$ cat src/rtl/clhg_pkg.sv
// ----------------------------------------------------------------------------
// clhg_pkg
// Shared types, constants and helpers of the Lorenz hop generator.
// ----------------------------------------------------------------------------
package clhg_pkg;

    localparam int STATE_WIDTH = 64;
    localparam int FRAC_BITS   = 16;
    localparam int BIN_DIV     = 6;
    localparam int BIN_COUNT   = 4;
    localparam int HALF_WIDTH  = STATE_WIDTH / 2;
    localparam int DIV_BITS    = 4;
    localparam int DIV_ITERS   = STATE_WIDTH / DIV_BITS;
    localparam int DIV_CNT_W   = $clog2(DIV_ITERS);
    localparam int CFG_IDX_W   = 4;
    localparam int CFG_DATA_W  = 32;
    localparam int CHAN_W      = 3;

    localparam logic [CFG_IDX_W-1:0] REG_SIGMA      = 4'd0;
    localparam logic [CFG_IDX_W-1:0] REG_RHO        = 4'd1;
    localparam logic [CFG_IDX_W-1:0] REG_BETA_NUM   = 4'd2;
    localparam logic [CFG_IDX_W-1:0] REG_BETA_DEN   = 4'd3;
    localparam logic [CFG_IDX_W-1:0] REG_DT_SHIFT   = 4'd4;
    localparam logic [CFG_IDX_W-1:0] REG_DWELL      = 4'd5;
    localparam logic [CFG_IDX_W-1:0] REG_WARMUP     = 4'd6;
    localparam logic [CFG_IDX_W-1:0] REG_CHAN_COUNT = 4'd7;

    localparam logic [4:0] OP_NONE  = 5'd0;
    localparam logic [4:0] OP_LOAD  = 5'd1;
    localparam logic [4:0] OP_XD    = 5'd2;
    localparam logic [4:0] OP_XT    = 5'd3;
    localparam logic [4:0] OP_XU    = 5'd4;
    localparam logic [4:0] OP_YSET  = 5'd5;
    localparam logic [4:0] OP_M0    = 5'd6;
    localparam logic [4:0] OP_M1    = 5'd7;
    localparam logic [4:0] OP_M2    = 5'd8;
    localparam logic [4:0] OP_YD    = 5'd9;
    localparam logic [4:0] OP_YU    = 5'd10;
    localparam logic [4:0] OP_ZSET  = 5'd11;
    localparam logic [4:0] OP_ZQ    = 5'd12;
    localparam logic [4:0] OP_BT    = 5'd13;
    localparam logic [4:0] OP_BDS   = 5'd14;
    localparam logic [4:0] OP_DITER = 5'd15;
    localparam logic [4:0] OP_BF    = 5'd16;
    localparam logic [4:0] OP_ZD    = 5'd17;
    localparam logic [4:0] OP_ZU    = 5'd18;
    localparam logic [4:0] OP_CDS   = 5'd19;
    localparam logic [4:0] OP_CH    = 5'd20;

    typedef logic signed [STATE_WIDTH-1:0] word_t;

    typedef struct packed {
        logic [7:0]  sigma_gain;
        logic [30:0] rho_scaled;
        logic [7:0]  beta_numerator;
        logic [7:0]  beta_denominator;
        logic [4:0]  time_step_shift;
        logic [9:0]  dwell_steps;
        logic [11:0] warmup_steps;
        logic [3:0]  channel_count;
    } cfg_t;

    typedef struct packed {
        logic [4:0] op;
    } cmd_t;

    typedef struct packed {
        logic div_done;
    } status_t;

    // value (0..7) modulo count, count 0 taken as 1
    function automatic logic [CHAN_W-1:0] chan_mod(input logic [CHAN_W-1:0] v,
                                                   input logic [3:0] cnt);
        logic [3:0] c;
        logic [3:0] r;
        c = (cnt == 4'd0) ? 4'd1 : cnt;
        r = {1'b0, v};
        for (int i = 0; i < 8; i++) begin
            if (r >= c) begin
                r = r - c;
            end
        end
        return r[CHAN_W-1:0];
    endfunction

endpackage

$ cat src/rtl/clhg_ctrl.sv
// ----------------------------------------------------------------------------
// clhg_ctrl
// Step sequencer: steps count, micro-op order, input and output handshake.
// ----------------------------------------------------------------------------
module clhg_ctrl (
    input  logic                clk,
    input  logic                rst_n,
    input  logic                in_valid,
    input  logic                in_action,
    output logic                in_ready,
    output logic                out_valid,
    input  logic                out_ready,
    input  clhg_pkg::cfg_t      cfg,
    input  clhg_pkg::status_t   status,
    output clhg_pkg::cmd_t      cmd
);
    localparam logic [4:0] S_IDLE = 5'd0;
    localparam logic [4:0] S_CHK  = 5'd1;
    localparam logic [4:0] S_XD   = 5'd2;
    localparam logic [4:0] S_XT   = 5'd3;
    localparam logic [4:0] S_XU   = 5'd4;
    localparam logic [4:0] S_YSET = 5'd5;
    localparam logic [4:0] S_YM0  = 5'd6;
    localparam logic [4:0] S_YM1  = 5'd7;
    localparam logic [4:0] S_YM2  = 5'd8;
    localparam logic [4:0] S_YD   = 5'd9;
    localparam logic [4:0] S_YU   = 5'd10;
    localparam logic [4:0] S_ZSET = 5'd11;
    localparam logic [4:0] S_ZM0  = 5'd12;
    localparam logic [4:0] S_ZM1  = 5'd13;
    localparam logic [4:0] S_ZM2  = 5'd14;
    localparam logic [4:0] S_ZQ   = 5'd15;
    localparam logic [4:0] S_BT   = 5'd16;
    localparam logic [4:0] S_BDS  = 5'd17;
    localparam logic [4:0] S_BDI  = 5'd18;
    localparam logic [4:0] S_BF   = 5'd19;
    localparam logic [4:0] S_ZD   = 5'd20;
    localparam logic [4:0] S_ZU   = 5'd21;
    localparam logic [4:0] S_CDS  = 5'd22;
    localparam logic [4:0] S_CDI  = 5'd23;
    localparam logic [4:0] S_FIN  = 5'd24;

    logic [4:0]  state_reg, state_next;
    logic [11:0] steps_reg, steps_next;
    logic        hop_reg, hop_next;
    logic        ovalid_reg, ovalid_next;

    assign in_ready  = (state_reg == S_IDLE);
    assign out_valid = ovalid_reg;

    always_comb
    begin
        state_next  = state_reg;
        steps_next  = steps_reg;
        hop_next    = hop_reg;
        ovalid_next = ovalid_reg && !out_ready;
        cmd.op      = clhg_pkg::OP_NONE;
        case (state_reg)
            S_IDLE:
            begin
                if (in_valid) begin
                    hop_next   = in_action;
                    state_next = S_CHK;
                    if (in_action) begin
                        steps_next = {2'b00, cfg.dwell_steps};
                    end else begin
                        steps_next = cfg.warmup_steps;
                        cmd.op     = clhg_pkg::OP_LOAD;
                    end
                end
            end
            S_CHK:
            begin
                if (steps_reg != 12'd0) begin
                    steps_next = steps_reg - 1'b1;
                    state_next = S_XD;
                end else begin
                    state_next = hop_reg ? S_CDS : S_IDLE;
                end
            end
            S_XD:   begin cmd.op = clhg_pkg::OP_XD;   state_next = S_XT;   end
            S_XT:   begin cmd.op = clhg_pkg::OP_XT;   state_next = S_XU;   end
            S_XU:   begin cmd.op = clhg_pkg::OP_XU;   state_next = S_YSET; end
            S_YSET: begin cmd.op = clhg_pkg::OP_YSET; state_next = S_YM0;  end
            S_YM0:  begin cmd.op = clhg_pkg::OP_M0;   state_next = S_YM1;  end
            S_YM1:  begin cmd.op = clhg_pkg::OP_M1;   state_next = S_YM2;  end
            S_YM2:  begin cmd.op = clhg_pkg::OP_M2;   state_next = S_YD;   end
            S_YD:   begin cmd.op = clhg_pkg::OP_YD;   state_next = S_YU;   end
            S_YU:   begin cmd.op = clhg_pkg::OP_YU;   state_next = S_ZSET; end
            S_ZSET: begin cmd.op = clhg_pkg::OP_ZSET; state_next = S_ZM0;  end
            S_ZM0:  begin cmd.op = clhg_pkg::OP_M0;   state_next = S_ZM1;  end
            S_ZM1:  begin cmd.op = clhg_pkg::OP_M1;   state_next = S_ZM2;  end
            S_ZM2:  begin cmd.op = clhg_pkg::OP_M2;   state_next = S_ZQ;   end
            S_ZQ:   begin cmd.op = clhg_pkg::OP_ZQ;   state_next = S_BT;   end
            S_BT:   begin cmd.op = clhg_pkg::OP_BT;   state_next = S_BDS;  end
            S_BDS:  begin cmd.op = clhg_pkg::OP_BDS;  state_next = S_BDI;  end
            S_BDI:
            begin
                cmd.op = clhg_pkg::OP_DITER;
                if (status.div_done) begin
                    state_next = S_BF;
                end
            end
            S_BF:   begin cmd.op = clhg_pkg::OP_BF;   state_next = S_ZD;   end
            S_ZD:   begin cmd.op = clhg_pkg::OP_ZD;   state_next = S_ZU;   end
            S_ZU:   begin cmd.op = clhg_pkg::OP_ZU;   state_next = S_CHK;  end
            S_CDS:  begin cmd.op = clhg_pkg::OP_CDS;  state_next = S_CDI;  end
            S_CDI:
            begin
                cmd.op = clhg_pkg::OP_DITER;
                if (status.div_done) begin
                    state_next = S_FIN;
                end
            end
            S_FIN:
            begin
                if (!ovalid_reg || out_ready) begin
                    cmd.op      = clhg_pkg::OP_CH;
                    ovalid_next = 1'b1;
                    state_next  = S_IDLE;
                end
            end
            default: state_next = S_IDLE;
        endcase
    end

    always_ff @(posedge clk or negedge rst_n)
    begin
        if (!rst_n) begin
            state_reg  <= S_IDLE;
            steps_reg  <= '0;
            hop_reg    <= 1'b0;
            ovalid_reg <= 1'b0;
        end else begin
            state_reg  <= state_next;
            steps_reg  <= steps_next;
            hop_reg    <= hop_next;
            ovalid_reg <= ovalid_next;
        end
    end
endmodule

$ cat config.mk
export PLATFORM = sky130hd
export DESIGN_NAME = clhg_ctrl
export DESIGN_NICKNAME = d
export VERILOG_FILES = /design/src/rtl/clhg_pkg.sv /design/src/rtl/clhg_ctrl.sv
export SDC_FILE = /design/constraint.sdc
export NUM_CORES = 1
export LEC_CHECK = 0
export ABC_CLOCK_PERIOD_IN_PS = 3600
export BUFFER_PORTS_ARGS = -buffer_cell sky130_fd_sc_hd__buf_4
export CORE_ASPECT_RATIO = 0.9
export CORE_MARGIN = 1.5
export CORE_UTILIZATION = 35
export DETAILED_ROUTE_END_ITERATION = 10
export GPL_ROUTABILITY_DRIVEN = 0
export GPL_TIMING_DRIVEN = 1
export HOLD_SLACK_MARGIN = 0.03
export PLACE_DENSITY_LB_ADDON = 0.15
export SYNTH_ARGS = -nofsm -noshare
export SYNTH_HDL_FRONTEND = slang
export SYNTH_SLANG_ARGS = --single-unit
export TNS_END_PERCENT = 1
$ cat constraint.sdc
create_clock -name clk -period 3.6 [get_ports clk]
set_input_delay 0.72 -clock clk [delete_from_list [all_inputs] [get_ports clk]]
set_output_delay 0.72 -clock clk [all_outputs]
set_load 0.02 [all_outputs]
==> flow_results.org, run 1 <==
** STA
- Setup skew after layout :: around 2.2 ps
- Setup violations remaining at the end of the flow were counted as 0.
- Number of slew-limit violations in the final report :: 0
- Tcrit/Tclk final :: between 70% and 80%
- Final hold violation count :: 0
- Actual transition at the worst max-transition pin :: about 600 ps
- Derived from the worst setup path, the maximum achievable clock frequency is 0.374 GHz.
- Final critical path time including I/O delays and setup :: between 2000 and 3000 ps
- Summed over all failing endpoints, the final setup total negative slack is 0 ps.
- Setup repair after global routing left no endpoint under its margin.
- Once routing completed, OpenROAD measured the worst setup slack at between 900 and 1000 ps.
- Worst-case headroom to the max-slew limit :: 60.2%

** Clock network
- Clock-pin slew was measured on the worst setup and hold paths at approximately 70 ps.
- In this run the number of H-tree levels came out at 1.
- Post-CTS sizing :: 0
- In this run the clock root is driven by a clkbuf_8.
- The later pin in the worst-skew pair is clocked with a latency of about 250 ps.
- Inserted Clock Buffers :: 3
- Largest buffer count on any clock path :: 2
- Post-CTS Setup Inserts :: 0
- In this run, post-CTS hold repair placed 0 buffers.
- TritonCTS clock tree :: yes
- Clk sink count :: 19

** Worst setup path
- Data required time of the worst path :: between 2000 and 3000 ps
- CP max FO :: 20
- Type of element capturing the critical path :: primary output
- Worst R2R Path Depth :: 4
- The worst setup path is launched from a flop.
- The critical path is of the flop to primary output type.
- At the worst endpoint, the arrival time is between 1500 and 2000 ps.

** Global route
- Antenna violations before repair :: 0
- Maximum number of pins on one net before global-route repair :: 22
- Via count of the first global-routing pass :: ~1600
- For this run, the total global-route usage over all layers was measured as a little under a fifth.
- The first global-routing pass estimated 7770 microns of wire.
- Remaining Overflow, GRT :: 0

** Floorplan
- Total die area :: 5290 sq um
- In this run the count of I/O pins placed on the die edge is 99.
- Chip Height :: between 60 and 70 microns
- The initial utilization of the core area, before any placement, comes to a little under two fifths.
- Core region area :: roughly 4600 sq um
- Measured along the x axis, the die boundary spans roughly 77 microns.
- Standard-cell row count :: 23

** Yosys
- The commonest cells after synthesis are 19 x dfrtp_1, 19 x nand2_1, 17 x nor2_1.
- In the post-synthesis netlist, the biggest area contributors are dfrtp_1 28%, nand2_1 4.2%, nor2_1 3.8%.
- Most area-hungry cell type in the Yosys netlist :: dfrtp_1
- In the synthesized netlist the dominant register cell turns out to be dfrtp_1.
- The synthesized design contains 19 register bits.
- Area fraction of the dominant cell type after synthesis :: about 28%
- The synthesized design contains 0 enable-type register cells.
- Synthesis produced roughly 200 cells.
- Netlist area before placement :: 1700 sq um
- Unique masters post-synth :: 62
- Async SR Flop Fraction :: 100%
- Sequential elements use ~28% of the synthesized area.
- Synthesis Warnings :: 0
- When the netlist entered floorplanning its net count stood at 295.
- Dividing the synthesized area by the synthesized cell count gives between 8 and 9 sq um.

** Routing
- Routed Wire Length :: approximately 4600 microns
- Number of iterations in the first detailed-routing pass :: 4
- Antenna Violating Nets Remaining :: 0
- 1st-iter DRT viols :: 94
- After detailed routing, the number of remaining DRC violations is 0.
- Via count :: around 1600
- Mean number of vias per cell :: around 5.7
- Post-DR wirelength/cell :: 15.8 microns

** Layout
- Summed area of non-filler cells in the final layout :: 2010 sq um
- Measured on the finished design, the core utilization comes to between 40% and 50%.
- Sequential cell area in the final layout :: ~480 sq um
- Fill cell instance count of the final layout :: around 470
- Summing all multi-input logic gate instances after layout gives roughly 1100 sq um.
- The net count of the finished layout is 321.
- After the flow finishes, the layout carries non-filler instances totaling around 290.
- Diodes inserted :: 0
- The register with the most flip-flops in the layout has 12 of them.
- Compared with the post-synthesis result, the final layout area differs by 18.2%.
- Cells with a size suffix above 1 make up 25.6% of the layout.

** Min path
- The path class of the tightest hold or removal check is input pin to async pin.

** Pwr
- VDD sags by at most 0.000307 V.
- Total power per unit cell area :: around 750 nW/um^2
- Leakage power :: roughly 0.84 nW

** Placed design
- Pre-CTS setup slack :: approximately 1200 ps
- Port buffering added 34 buffers.
- Once detailed placement completed, the half-perimeter wirelength came to between 3000 and 4000 microns.
- The placed instances occupy a cell area of 1970 sq um.
- After detailed placement, the design holds a cell count of 285.

** Job
- Across the run, the number of max-cap violations was 0.

** Run status
- The flow ran to the end, and the final reports show no timing, DRC or antenna violations.
## stage by stage
step / total power [mW] / hold slack (ps)
finish: 1.50 / 330
global route: 1.63 / 343
CTS: 1.50 / 332
detailed placement: 1.35 / 487
global placement: 1.35 / 494
floorplan: 1.13 / 424
## metal layers
layer	wire, microns	global-route usage, %
met2	1910	26.6
met4	17	1.85
met3	216	3.31
met1	2420	28.0
met5	0	0
## worst paths after layout
kind / slack, ps / end / start
worst max-delay path: 920 / cmd[4] / state_reg[1]$_DFFE_PN0P_
worst min-delay path: 330 / state_reg[2]$_DFFE_PN0P_ / rst_n
worst max register to register: 1360 / steps_reg[7]$_DFFE_PN0P_ / state_reg[4]$_DFFE_PN0P_
worst min register to register: 510 / hop_reg$_DFFE_PN0P_ / hop_reg$_DFFE_PN0P_
max in group asynchronous: 3060 / state_reg[3]$_DFFE_PN0P_ / rst_n
min in group clk: 510 / hop_reg$_DFFE_PN0P_ / hop_reg$_DFFE_PN0P_
## placed cells by master (no fill, tap or decap), types with 2 or more instances in the layout
cell and count:
o31a_1 2, nor3_1 7, o22a_1 2, nand2_1 19
nor2b_1 5, a21oi_1 8, nor4_4 2, mux2i_1 6
o221ai_1 4, a221o_1 2, mux2_2 4, nor2_1 17
and4_1 2, o31ai_1 2, o21ai_0 7, buf_4 37
nand3_1 7, nand4_1 3, o211ai_1 5, a21boi_0 2
a221oi_1 2, or3_1 2, a22oi_1 2, nand3b_1 3
a211oi_1 4, clkbuf_8 3, nand2b_1 6, o22ai_1 2
inv_1 7, and3_1 3, o21a_1 3, dfrtp_1 19
## worst max-delay path, stage by stage, from the launching register on
cell and delay, ps:
dfrtp_1 600, and2_0 330, a21boi_0 360, nor2_1 70
o21a_1 190, buf_4 150
## final cells by class
type / count / share of cell area, %
well taps: 62 / 3.86
inverters: 7 / 1.31
multi-input cells: 160 / 55.1
flip-flops and latches: 19 / 23.6
clock buffers: 4 / 2.24
repair buffers: 37 / 13.8
## report_power, final
| part | switching, mW | internal, mW |
|---|---|---|
| clock network | 0.0713 | 0.0787 |
| registers | 0.170 | 0.308 |
| logic | 0.504 | 0.370 |
## cells by family (layout without fill, tap and decap cells)
kind of cell | after synthesis | count (layout) | share of synthesized area, %
muxes | 10 | 10 | 6.18
AOI/OAI and AO/OA | 61 | 61 | 27.6
adders and majority gates | 1 | 1 | 0.735
and+or+nand+nor | 88 | 88 | 30.7
buffers and inverters | 23 | 48 | 6.91
DFF | 19 | 19 | 27.9
Power figures use the tool's default switching activity.
==> run 2, diff against run 1 <==
- ABC_CLOCK_PERIOD_IN_PS: 3600 -> 2150
- clock period: 3.6 -> 2.15 ns (I/O delays scaled with it)
==> run 2 against run 1 <==
Compared with the run above: cell count increased by 2.8%; register-to-register slack got worse by 1200 ps; hold slack got worse by 290 ps; combinational power increased by 85%; critical path depth unchanged; cell area increased by 3.9%; non-clock buffer count increased by 8; sequential power increased by 60%; power increased by 75%; flip-flop and latch count unchanged; die area unchanged; core utilization increased by 1.7 points; critical path type unchanged; critical endpoint is now cmd[0]; highest routed layer unchanged.
==> flow_results.org, run 2 (synthesis gave the netlist of run 1 again) <==
** Pwr
- Maximum vdd ir drop :: 0.000403 V (was 0.000307 V)
- Leakage power :: 0.874 nW (was 0.836 nW)
- The ratio of total power to cell area was 1260 nW/um^2 (was 747 nW/um^2).

** STA
- The count of final setup violators is 0 (unchanged).
- Hold Slack :: 43.8 ps (was 330 ps)
- Setup repair after global routing missed its margin: yes (was no).
- Achievable Freq :: a little under 0.5 GHz
- The worst path uses about 95% of the clock period.
- The slew at the pin closest to its max-slew limit came to 527 ps (was 598 ps).
- Worst-case headroom to the max-slew limit :: 64.8% (was 60.2%)
- The final-report hold violation count is 0 (unchanged).
- Subtracting the final worst setup slack from the clock period gives 2030 ps.
- The number of max-slew violations in the final report is 0 (unchanged).
- Setup skew after layout :: 2.32 ps (was 2.25 ps)

** Routing
- The residual DRC count was 0 (unchanged).
- Mean number of vias per cell :: 5.64 (was 5.67)
- Routed Wire Length :: 4620 microns (was 4570 microns)
- 1st-iter DRT viols :: 131 (was 94)
- Number of iterations in the first detailed-routing pass :: 4 (unchanged)
- Antenna Violating Nets Remaining :: 0 (unchanged)
- Post-DR wirelength/cell :: 15.6 microns (was 15.8 microns)
- The overall via count from detail_route was 1675 (was 1639).

** Floorplan
- Width of the chip :: 76.5 microns (unchanged)
- The die footprint was 5290 sq um (unchanged).
- The number of placed I/O pins is 99 (unchanged).
- Core region area :: 4580 sq um (unchanged)
- The placement row count came to 23 (unchanged).
- The die height came to 69.2 microns (unchanged).
- Starting Density :: 37.2% (unchanged)

** Layout
- The leading cell type in the layout, fill and taps excluded is buf_4 (unchanged).
- The post-route core utilization was 45.7% (was 43.9%).
- Number of nets in the finished design :: 329 (was 321)
- Diodes inserted :: 0 (unchanged)
- Layout cells sized above 1 :: 30.2% (was 25.6%)
- Flip-flop count of the largest register after layout :: 12 (unchanged)
- Commonest cells after routing, fill and taps aside: 44 x buf_4, 19 x nand2_1, 17 x nor2_1, 16 x dfrtp_1, 8 x a21oi_1 (was 37 x buf_4, 19 x nand2_1, 19 x dfrtp_1, 17 x nor2_1, 8 x a21oi_1).
- Area Overhead vs Synth :: 22.8% (was 18.2%)

** Placed design
- Post-detail-place hpwl :: 3440 microns (was 3270 microns)
- Port Buf Inserts :: 34 (unchanged)

** Worst setup path
- Type of element capturing the critical path :: primary output (unchanged)
- The kind of critical path was flop to primary output (unchanged).
- Reg2reg setup slack :: 190 ps (was 1360 ps)
- The element type at the critical path start was a flop (unchanged).
- The data arrival time of the critical path came to 1600 ps (was 1960 ps).
- The required time at the endpoint of the critical path came to 1720 ps (was 2880 ps).
- The largest driver fanout on the critical path is 13 (was 20).

** Run status
- Outcome: finished clean (unchanged).

** Clock network
- Clock Latency Late Sink :: 260 ps (was 250 ps)
- The number of H-tree branching levels came to 1 (unchanged).
- The TritonCTS clock tree is yes (unchanged).
- The clock transition at the registers of the reported paths is 70 ps (about the same).
- Largest buffer count on any clock path :: 2 (unchanged)
- The total clock buffers created by CTS came to 3 (unchanged).
- The cell at the root of the clock tree is clkbuf_8 (unchanged).
- Clk sink count :: 19 (unchanged)

** Global route
- Remaining Overflow, GRT :: 0 (unchanged)
- First-pass GRT wire length :: 7490 microns (was 7770 microns)
- Via count of the first global-routing pass :: 1490 (was 1550)
- Overall fraction of global-route tracks in use :: 17.7% (was 18.0%)
- The number of antenna violations at the first check in global routing was 0 (unchanged).
- Maximum number of pins on one net before global-route repair :: 20 (was 22)

** Job
- Max-cap violations :: 0 (unchanged)

** Min path
- The class of the tightest hold or removal check was input pin to async pin (unchanged).
==> run 2: changes by cell type in the layout (fill, tap and decap cells not counted), sizes merged <==
cell	before	now
buf	37	45
==> run 2: area by class of cell <==
class / count / area, sq um
clock buffers: 4 / 45.0
inverters: 7 / 26.3
fillers: 452 / 2490
multi-input cells: 160 / 1120
repair buffers: 45 / 342
well taps: 62 / 77.6
flip-flops and latches: 19 / 479
==> run 2: stage by stage <==
step                std cells  setup slack, ps  power, mW  TNS [ps]  cell area (sq um)
finish                    297              117       2.63         0               2090
global route              297            -30.6       2.85     -58.5               2090
CTS                       297             6.33       2.62         0               2080
detailed placement        293              184       2.34         0               2030
global placement          293              175       2.33         0               2030
floorplan                 202              117       1.89         0               1700
==> run 2: power breakdown <==
part	switching [mW]	internal, mW
sequential	0.239	0.523
clock	0.122	0.132
combinational	0.909	0.710
==> run 2: worst max-delay path, stage by stage, from the launching register on <==
cell      delay (ps)
dfrtp_2          440
buf_4            190
nor2_1           170
nand3_1          130
o221ai_1         220
buf_4            180
==> run 2: repair_timing <==
item,CTS,global route
endpoints found under the setup margin,1,4
hold buffers,0,0
gates resized for setup,1,8
pin swaps,0,0
buffers inserted,0,0
==> run 2: routing by layer <==
metal | vias to the layer above | wire (microns) | GRT usage (%)
met4 | 0 | 17 | 1.85
met2 | 45 | 1930 | 25.6
met3 | 2 | 279 | 3.58
li1 | 839 | - | -
met5 | - | 0 | 0
met1 | 789 | 2390 | 27.8
==> run 2: worst paths after layout <==
kind                                             end                     start  cells past startpoint
setup / recovery                              cmd[0]  state_reg[0]$_DFFE_PN0P_                      5
min in group clk           steps_reg[11]$_DFFE_PN0P_                   cfg[15]                      3
setup reg to reg            state_reg[2]$_DFFE_PN0P_  steps_reg[0]$_DFFE_PN0P_                      7
hold / removal              state_reg[2]$_DFFE_PN0P_                     rst_n                      1
max in group asynchronous   state_reg[3]$_DFFE_PN0P_                     rst_n                      1
hold reg to reg                  hop_reg$_DFFE_PN0P_       hop_reg$_DFFE_PN0P_                      2
